[src/hw/rtl/pbvs_pkg.sv]
// Shared widths, register indexes, reset values and types of the vertical shift blit.
`default_nettype none

package pbvs_pkg;

    // Payload and register widths.
    localparam int BYTE_W      = 8;
    localparam int PAGE_W      = 3;
    localparam int SHIFT_W     = 3;
    localparam int COLUMN_W    = 8;
    localparam int ROW_W       = 6;
    localparam int WIDTH_W     = 8;
    localparam int HEIGHT_W    = 7;
    localparam int OFFSET_W    = 2;
    localparam int BAND_W      = 3;
    localparam int BANDS_W     = 4;
    localparam int CFG_INDEX_W = 3;
    localparam int CFG_DATA_W  = 8;

    // Width compares run one bit wider than the width register so that a
    // line length of 256 columns still fits.
    localparam int WCMP_W = WIDTH_W + 1;

    localparam int DEFAULT_MAX_WIDTH = 128;

    localparam logic [BANDS_W-1:0] MAX_BANDS = 4'd8;

    // Register indexes of the configuration port.
    localparam logic [CFG_INDEX_W-1:0] REG_START_COLUMN  = 3'd0;
    localparam logic [CFG_INDEX_W-1:0] REG_START_ROW     = 3'd1;
    localparam logic [CFG_INDEX_W-1:0] REG_BITMAP_WIDTH  = 3'd2;
    localparam logic [CFG_INDEX_W-1:0] REG_BITMAP_HEIGHT = 3'd3;
    localparam logic [CFG_INDEX_W-1:0] REG_COLUMN_OFFSET = 3'd4;

    // Register reset values.
    localparam logic [COLUMN_W-1:0] RST_START_COLUMN  = 8'd0;
    localparam logic [ROW_W-1:0]    RST_START_ROW     = 6'd0;
    localparam logic [WIDTH_W-1:0]  RST_BITMAP_WIDTH  = 8'd1;
    localparam logic [HEIGHT_W-1:0] RST_BITMAP_HEIGHT = 7'd1;
    localparam logic [OFFSET_W-1:0] RST_COLUMN_OFFSET = 2'd2;

    // One accepted byte with everything the output stage needs to form its writes.
    typedef struct packed {
        logic [BYTE_W-1:0]   cur;
        logic [COLUMN_W-1:0] addr;
        logic [PAGE_W-1:0]   page;
        logic [SHIFT_W-1:0]  shift;
        logic                first_band;
        logic                last_band;
        logic                final_item;
    } stage_t;

endpackage

`default_nettype wire

[src/hw/rtl/page_bitmap_vertical_shift_blit.sv]
// Top level of the page-mode bitmap blit with vertical shift.
//
// Usage: bitmap column bytes enter on the in_valid/in_ready channel, band by
// band, each band bitmap_width columns long. Each byte leaves as one display
// RAM write (page_index, column_address, write_byte) on out_valid/out_ready;
// when the row shift is nonzero, every byte of the last band leaves a second
// write that spills into the next page. last_write marks the bitmap's end.
// Configuration is written through cfg_we/cfg_index/cfg_data while idle; any
// write to a defined register restarts the bitmap.
// Path: an accepted byte is registered in the stage register and then, once the
// output register is free, in the output register that drives the write.
// Throughput: one byte per cycle unless the receiver stalls; a byte with a spill
// write holds the channel while the single output register carries both writes.
// The line store of the previous band is read and written at the accepting
// edge, so back-to-back bytes of the same column never collide.
// Reset clears the counters, the pipeline valids and the configuration to its
// defaults; the line store is not cleared, since the first band fills it.
// When the receiver stalls, the output register holds its write and one more
// byte is taken into the stage register; then in_ready drops.
`default_nettype none

module page_bitmap_vertical_shift_blit
    import pbvs_pkg::*;
#(
    parameter int MAX_WIDTH = DEFAULT_MAX_WIDTH
) (
    input  wire logic                   clk,
    input  wire logic                   rst_n,
    input  wire logic                   cfg_we,
    input  wire logic [CFG_INDEX_W-1:0] cfg_index,
    input  wire logic [CFG_DATA_W-1:0]  cfg_data,
    input  wire logic                   in_valid,
    output logic                        in_ready,
    input  wire logic [BYTE_W-1:0]      pixel_byte,
    output logic                        out_valid,
    input  wire logic                   out_ready,
    output logic [PAGE_W-1:0]           page_index,
    output logic [COLUMN_W-1:0]         column_address,
    output logic [BYTE_W-1:0]           write_byte,
    output logic                        last_write
);

    localparam int CNT_W = $clog2(MAX_WIDTH);

    // Configuration registers.
    logic [COLUMN_W-1:0] start_column_reg;
    logic [ROW_W-1:0]    start_row_reg;
    logic [WIDTH_W-1:0]  bitmap_width_reg;
    logic [HEIGHT_W-1:0] bitmap_height_reg;
    logic [OFFSET_W-1:0] column_offset_reg;
    logic                cfg_hit;

    // Position counters.
    logic [CNT_W-1:0]  col_reg;
    logic [CNT_W-1:0]  col_next;
    logic [BAND_W-1:0] band_reg;
    logic [BAND_W-1:0] band_next;

    // Line store of the previous band and its registered read data.
    logic [BYTE_W-1:0] band_mem [MAX_WIDTH];
    logic [BYTE_W-1:0] above_reg;

    // Stage register and output register.
    logic          stage_valid_reg;
    logic          stage_valid_next;
    stage_t        stage_reg;
    stage_t        stage_next;
    logic          spill_phase_reg;
    logic          spill_phase_next;
    logic          out_valid_reg;
    logic          out_valid_next;
    logic [PAGE_W-1:0]   page_reg;
    logic [PAGE_W-1:0]   page_next;
    logic [COLUMN_W-1:0] addr_reg;
    logic [COLUMN_W-1:0] addr_next;
    logic [BYTE_W-1:0]   byte_reg;
    logic [BYTE_W-1:0]   byte_next;
    logic                last_reg;
    logic                last_next;

    // Accept-side decode.
    logic                in_accept;
    logic [WCMP_W-1:0]   width_ext;
    logic [WCMP_W-1:0]   eff_width;
    logic [WCMP_W-1:0]   col_plus;
    logic                last_col;
    logic [HEIGHT_W-1:0] height_m1;
    logic [BANDS_W:0]    bands_raw;
    logic [BANDS_W-1:0]  eff_bands;
    logic [BANDS_W-1:0]  band_plus;
    logic                last_band;
    logic [WCMP_W-1:0]   addr_sum;

    // Output-side merge.
    logic                out_free;
    logic                stage_load;
    logic                stage_done;
    logic                has_spill;
    logic [BYTE_W-1:0]   above;
    logic [2*BYTE_W-1:0] merge_wide;
    logic [2*BYTE_W-1:0] spill_wide;

    assign in_accept = in_valid && in_ready;

    always_comb
    begin
        cfg_hit = 1'b0;
        if (cfg_we)
        begin
            case (cfg_index)
                REG_START_COLUMN,
                REG_START_ROW,
                REG_BITMAP_WIDTH,
                REG_BITMAP_HEIGHT,
                REG_COLUMN_OFFSET: cfg_hit = 1'b1;
                default:           cfg_hit = 1'b0;
            endcase
        end
    end

    always_ff @(posedge clk or negedge rst_n)
    begin
        if (!rst_n)
        begin
            start_column_reg  <= RST_START_COLUMN;
            start_row_reg     <= RST_START_ROW;
            bitmap_width_reg  <= RST_BITMAP_WIDTH;
            bitmap_height_reg <= RST_BITMAP_HEIGHT;
            column_offset_reg <= RST_COLUMN_OFFSET;
        end
        else if (cfg_we)
        begin
            case (cfg_index)
                REG_START_COLUMN:  start_column_reg  <= cfg_data[COLUMN_W-1:0];
                REG_START_ROW:     start_row_reg     <= cfg_data[ROW_W-1:0];
                REG_BITMAP_WIDTH:  bitmap_width_reg  <= cfg_data[WIDTH_W-1:0];
                REG_BITMAP_HEIGHT: bitmap_height_reg <= cfg_data[HEIGHT_W-1:0];
                REG_COLUMN_OFFSET: column_offset_reg <= cfg_data[OFFSET_W-1:0];
                default:           ;
            endcase
        end
    end

    // Effective width and band count, with the out-of-range values clamped.
    always_comb
    begin
        width_ext = {1'b0, bitmap_width_reg};
        if (width_ext == '0)
            eff_width = WCMP_W'(1);
        else if (width_ext > WCMP_W'(MAX_WIDTH))
            eff_width = WCMP_W'(MAX_WIDTH);
        else
            eff_width = width_ext;

        height_m1 = bitmap_height_reg - HEIGHT_W'(1);
        bands_raw = (BANDS_W+1)'(height_m1[HEIGHT_W-1:3]) + (BANDS_W+1)'(1);
        if (bitmap_height_reg == '0)
            eff_bands = BANDS_W'(1);
        else if (bands_raw > (BANDS_W+1)'(MAX_BANDS))
            eff_bands = MAX_BANDS;
        else
            eff_bands = bands_raw[BANDS_W-1:0];
    end

    always_comb
    begin
        col_plus  = WCMP_W'(col_reg) + WCMP_W'(1);
        last_col  = col_plus >= eff_width;
        band_plus = {1'b0, band_reg} + BANDS_W'(1);
        last_band = band_plus >= eff_bands;
        addr_sum  = {1'b0, start_column_reg} + WCMP_W'(col_reg)
                  + WCMP_W'(column_offset_reg);

        stage_next.cur        = pixel_byte;
        stage_next.addr       = addr_sum[COLUMN_W-1:0];
        stage_next.page       = start_row_reg[ROW_W-1:SHIFT_W] + band_reg;
        stage_next.shift      = start_row_reg[SHIFT_W-1:0];
        stage_next.first_band = (band_reg == '0);
        stage_next.last_band  = last_band;
        stage_next.final_item = last_band && last_col;

        col_next  = col_reg;
        band_next = band_reg;
        if (cfg_hit)
        begin
            col_next  = '0;
            band_next = '0;
        end
        else if (in_accept)
        begin
            if (last_col)
            begin
                col_next  = '0;
                band_next = last_band ? '0 : band_plus[BAND_W-1:0];
            end
            else
            begin
                col_next = col_plus[CNT_W-1:0];
            end
        end
    end

    // Read-first line store: the byte above comes out as the new byte goes in.
    always_ff @(posedge clk)
    begin
        if (in_accept)
        begin
            above_reg         <= band_mem[col_reg];
            band_mem[col_reg] <= pixel_byte;
        end
    end

    always_comb
    begin
        out_free   = !out_valid_reg || out_ready;
        has_spill  = stage_reg.last_band && (stage_reg.shift != '0);
        stage_load = stage_valid_reg && out_free;
        stage_done = stage_load && (!has_spill || spill_phase_reg);
        in_ready   = !stage_valid_reg || stage_done;

        above      = stage_reg.first_band ? '0 : above_reg;
        merge_wide = {stage_reg.cur, above} << stage_reg.shift;
        spill_wide = {{BYTE_W{1'b0}}, stage_reg.cur} << stage_reg.shift;

        stage_valid_next = in_accept ? 1'b1 : (stage_done ? 1'b0 : stage_valid_reg);
        spill_phase_next = stage_load ? (has_spill && !spill_phase_reg) : spill_phase_reg;
        out_valid_next   = stage_load ? 1'b1 : (out_ready ? 1'b0 : out_valid_reg);

        page_next = page_reg;
        addr_next = addr_reg;
        byte_next = byte_reg;
        last_next = last_reg;
        if (stage_load)
        begin
            addr_next = stage_reg.addr;
            if (spill_phase_reg)
            begin
                page_next = stage_reg.page + PAGE_W'(1);
                byte_next = spill_wide[2*BYTE_W-1:BYTE_W];
                last_next = stage_reg.final_item;
            end
            else
            begin
                page_next = stage_reg.page;
                byte_next = merge_wide[2*BYTE_W-1:BYTE_W];
                last_next = stage_reg.final_item && (stage_reg.shift == '0);
            end
        end
    end

    always_ff @(posedge clk or negedge rst_n)
    begin
        if (!rst_n)
        begin
            col_reg         <= '0;
            band_reg        <= '0;
            stage_valid_reg <= 1'b0;
            spill_phase_reg <= 1'b0;
            out_valid_reg   <= 1'b0;
        end
        else
        begin
            col_reg         <= col_next;
            band_reg        <= band_next;
            stage_valid_reg <= stage_valid_next;
            spill_phase_reg <= spill_phase_next;
            out_valid_reg   <= out_valid_next;
        end
    end

    always_ff @(posedge clk)
    begin
        if (in_accept)
            stage_reg <= stage_next;
        page_reg <= page_next;
        addr_reg <= addr_next;
        byte_reg <= byte_next;
        last_reg <= last_next;
    end

    assign out_valid      = out_valid_reg;
    assign page_index     = page_reg;
    assign column_address = addr_reg;
    assign write_byte     = byte_reg;
    assign last_write     = last_reg;

endmodule

`default_nettype wire

[config.mk]
export PLATFORM = sky130hd
export DESIGN_NAME = page_bitmap_vertical_shift_blit
export DESIGN_NICKNAME = d
export VERILOG_FILES = /design/src/hw/rtl/pbvs_pkg.sv /design/src/hw/rtl/page_bitmap_vertical_shift_blit.sv
export SDC_FILE = /design/constraint.sdc
export NUM_CORES = 1
export LEC_CHECK = 0
export BUFFER_PORTS_ARGS = -buffer_cell sky130_fd_sc_hd__buf_2
export CAP_MARGIN = 20
export CORE_MARGIN = 2
export CORE_UTILIZATION = 64
export DETAILED_ROUTE_END_ITERATION = 16
export PLACE_DENSITY_LB_ADDON = 0.08
export SYNTH_ARGS = -nofsm -noshare
export SYNTH_HDL_FRONTEND = slang
export SYNTH_SLANG_ARGS = --single-unit
[constraint.sdc]
create_clock -name clk -period 6.6 [get_ports clk]
set_input_delay 1.32 -clock clk [delete_from_list [all_inputs] [get_ports clk]]
set_output_delay 1.32 -clock clk [all_outputs]
set_load 0.02 [all_outputs]
==> results.cfg <==
[grt]
grt_max_degree = 108
grt_pass1_vias = 18700
grt_first_pass_wirelength_mm = 128
grt-ovfl-total = 0
antenna_found_initial = 0
grtUsageTotal_pct = 28.1

[power]
powerDensity_nw_per_um2 = 370
sw_frac_of_total_pct = 25.6
seqPwrFrac_pct = 45.7
peakVddDrop_uv = 421
p_leak_uw = 0.0137
p_clk_share_pct = 34.6
share_comb_of_total_power_pct = 19.6
switchingPower_uw = 4130
internal_power_uw = 12000

[cells_and_area]
mostFrequentLayoutCells = edfxtp_1 (948), mux4_2 (300), nor2_1 (153), clkbuf_16 (101), buf_2 (39)
nNetsFinal = 1945
final_layout_size_suffix_gt1_share_pct = 28.1
fin_util_pct = 72.2
nFillCells = 3463
largest_reg_flops = 896
multi_input_area_um2 = 9360
register_area_um2 = 29600
areaGrowthSynthToFinish_pct = 10.9
diodes = 0
final_common_cell = edfxtp_1

[worst_setup_path]
worstSetupPathType = flip-flop to flip-flop
r2r-start = col_reg[0]$_DFFE_PN0P_
cp_max_fo = 98
start_kind = flip-flop
startpoint = col_reg[0]$_DFFE_PN0P_
critPathBufInv = 1
r2r_slack_ps = 2500
cp_cell_sequence = buf_12 -> mux4_2 -> mux4_2 -> mux4_2 -> mux2_2
crit_arrival_ps = 4500
rr_endpoint = above_reg[4]$_DFFE_PP_
path_delay_family = multiplexers
crit_top_cell = mux4_2
slowest_stage = dfrtp_4
slowest_delay_ps = 990
end_kind = flip-flop
rr_worst_depth = 5
required_ps = 7000

[sta]
setup_violations = 0
hold_viol = 0
min_period_ps = 4100
fin_skew_ps = 30.1
tightest_slew_ps = 1030
tns_ps = 0
slew_headroom_pct = 31.1
period_share_pct = 62.1
maxSlewViolCount = 0
fmax_mhz = 244
rsz0062_at_grt = false

[clock_tree]
cts.path.max_buffers = 3
postCtsHoldBufs = 0
cts.clk_slew.worst_paths_ps = 60
post_cts_resized = 0
clockRootBuffer = clkbuf_16
h-tree-depth = 3
cts_buffers = 96
cts_tree = built
post_cts_buffers = 0
clock-sinks = 992
insertion_delay_ps = 660

[route]
vias_per_cell = 6.73
wl_mm = 85.7
routedWlPerCell_um = 31.1
vias = 18500
dr.pass1.iters = 5
route.detailed.drc = 0
ant_nets = 0
drt_iter0_drc = 2207

[floorplan]
initial_core_util_pct = 65.0
die_w_um = 252
rows = 90
core_um2 = 60600
fp.dieH_um = 252
ios = 46
dieArea_um2 = 63600

[worst_hold_path]
holdPathStages = 0
min_to = column_address[6]$_DFFE_PP_
min_from = stage_reg[15]$_DFFE_PP_
hold_class = flip-flop to flip-flop

[placed_design]
gp_congestion = 0.794
io_buffers = 45
dp_hpwl_mm = 50.3

[synthesis]
ys_types = 48
synthCells = 1811
syn_area_per_cell_um2 = 21.8
syn-cell-area_um2 = 39400
syn_nets = 1869
synth_edf_count = 948
synth_seq_cells = 992
synthArstFlopShare_pct = 4.44
ys_seq_area_share_pct = 75.0
yosysWarningCount = 0
synth_top_flop_cell = edfxtp_1

[status]
status = complete, no violations

[run]
drv_cap = 0
[metrics by stage]
step	setup slack (ps)	hold slack (ps)	cells	instance area [um^2]	total power (uW)
floorplan	2620	400	1811	39400	9720
global placement	2510	414	2569	40500	10700
detailed placement	2470	409	2569	40500	10700
CTS	2490	414	2748	43700	16300
global route	2310	415	2750	43700	16700
finish	2500	410	2750	43700	16200
[power by group through the flow]
stage	registers, uW	logic, uW	clock network, uW
detailed placement	7530	3180	0
global placement	7520	3140	0
global route	7420	3370	5900
floorplan	7370	2350	0
CTS	7400	3210	5670
finish	7390	3170	5600
[final cells by class]
type | instances | share of cell area [%]
flip-flops and latches | 992 | 67.7
multi-input cells | 703 | 21.4
inverters | 22 | 0.189
clock inverters | 55 | 1.37
well taps | 782 | 2.24
clock buffers | 124 | 5.98
repair buffers | 72 | 1.16
[cell families (layout without fill, tap and decap cells)]
family / Yosys count / after routing / synth area share, %
mux: 352 / 352 / 18.6
simple gates: 244 / 244 / 2.67
fa+ha+maj: 34 / 34 / 1.16
flops: 992 / 992 / 75.0
buf+inv: 116 / 273 / 1.21
compound gates: 54 / 54 / 0.905
xor+xnor: 19 / 19 / 0.422
[synth_stat cells, types with 2 or more instances]
| cell type | n | area share, % |
|---|---|---|
| mux2i_1 | 15 | 0.38 |
| nand3b_1 | 2 | 0.038 |
| nor2b_1 | 13 | 0.21 |
| dfstp_2 | 3 | 0.20 |
| or2_2 | 3 | 0.048 |
| ha_1 | 30 | 0.95 |
| a22oi_1 | 6 | 0.11 |
| nor3_1 | 6 | 0.076 |
| o21ai_1 | 4 | 0.051 |
| nor3b_1 | 4 | 0.076 |
| dfrtp_1 | 41 | 2.6 |
| fa_1 | 4 | 0.20 |
| a22o_1 | 6 | 0.13 |
| a21oi_1 | 11 | 0.14 |
| mux2_2 | 31 | 0.89 |
| o21a_1 | 2 | 0.038 |
| nand2b_1 | 7 | 0.11 |
| buf_1 | 13 | 0.12 |
| nand3_1 | 14 | 0.18 |
| o21ai_0 | 9 | 0.11 |
| a211oi_1 | 3 | 0.057 |
| mux4_2 | 300 | 17 |
| and2_1 | 3 | 0.048 |
| edfxtp_1 | 948 | 72 |
| buf_4 | 6 | 0.11 |
| buf_2 | 16 | 0.20 |
| nor2_1 | 153 | 1.5 |
| xnor2_1 | 10 | 0.22 |
| nand4_1 | 2 | 0.032 |
| nor4_1 | 2 | 0.032 |
| a21o_1 | 7 | 0.13 |
| nand2_1 | 31 | 0.30 |
| clkbuf_1 | 59 | 0.56 |
| xor2_1 | 9 | 0.20 |
| mux2_1 | 6 | 0.17 |
| inv_1 | 20 | 0.19 |
[worst reg2reg max path, stage by stage (launching register included)]
cell,delay (ps)
dfrtp_4,990
buf_12,620
mux4_2,890
mux4_2,500
mux4_2,570
mux2_2,300
[metal layers]
| layer | vias up | track usage, % | wire, um |
|---|---|---|---|
| met3 | 113 | 4.47 | 7490 |
| li1 | 7640 | - | - |
| met5 | - | 0 | 0 |
| met2 | 940 | 43.6 | 41800 |
| met1 | 9812 | 43.1 | 34700 |
| met4 | 0 | 7.24 | 1650 |
[worst max path at each step]
stage                            endpoint  slack [ps]  cells past startpoint
6_report           above_reg[4]$_DFFE_PP_        2500                      5
5_1_grt            above_reg[6]$_DFFE_PP_        2310                      5
4_1_cts            above_reg[3]$_DFFE_PP_        2490                      5
3_5_place_dp       above_reg[3]$_DFFE_PP_        2470                      5
3_3_place_gp       above_reg[3]$_DFFE_PP_        2510                      5
2_1_floorplan  band_mem[107][1]$_DFFE_PP_        2620                      9
Power figures use the tool's default switching activity.
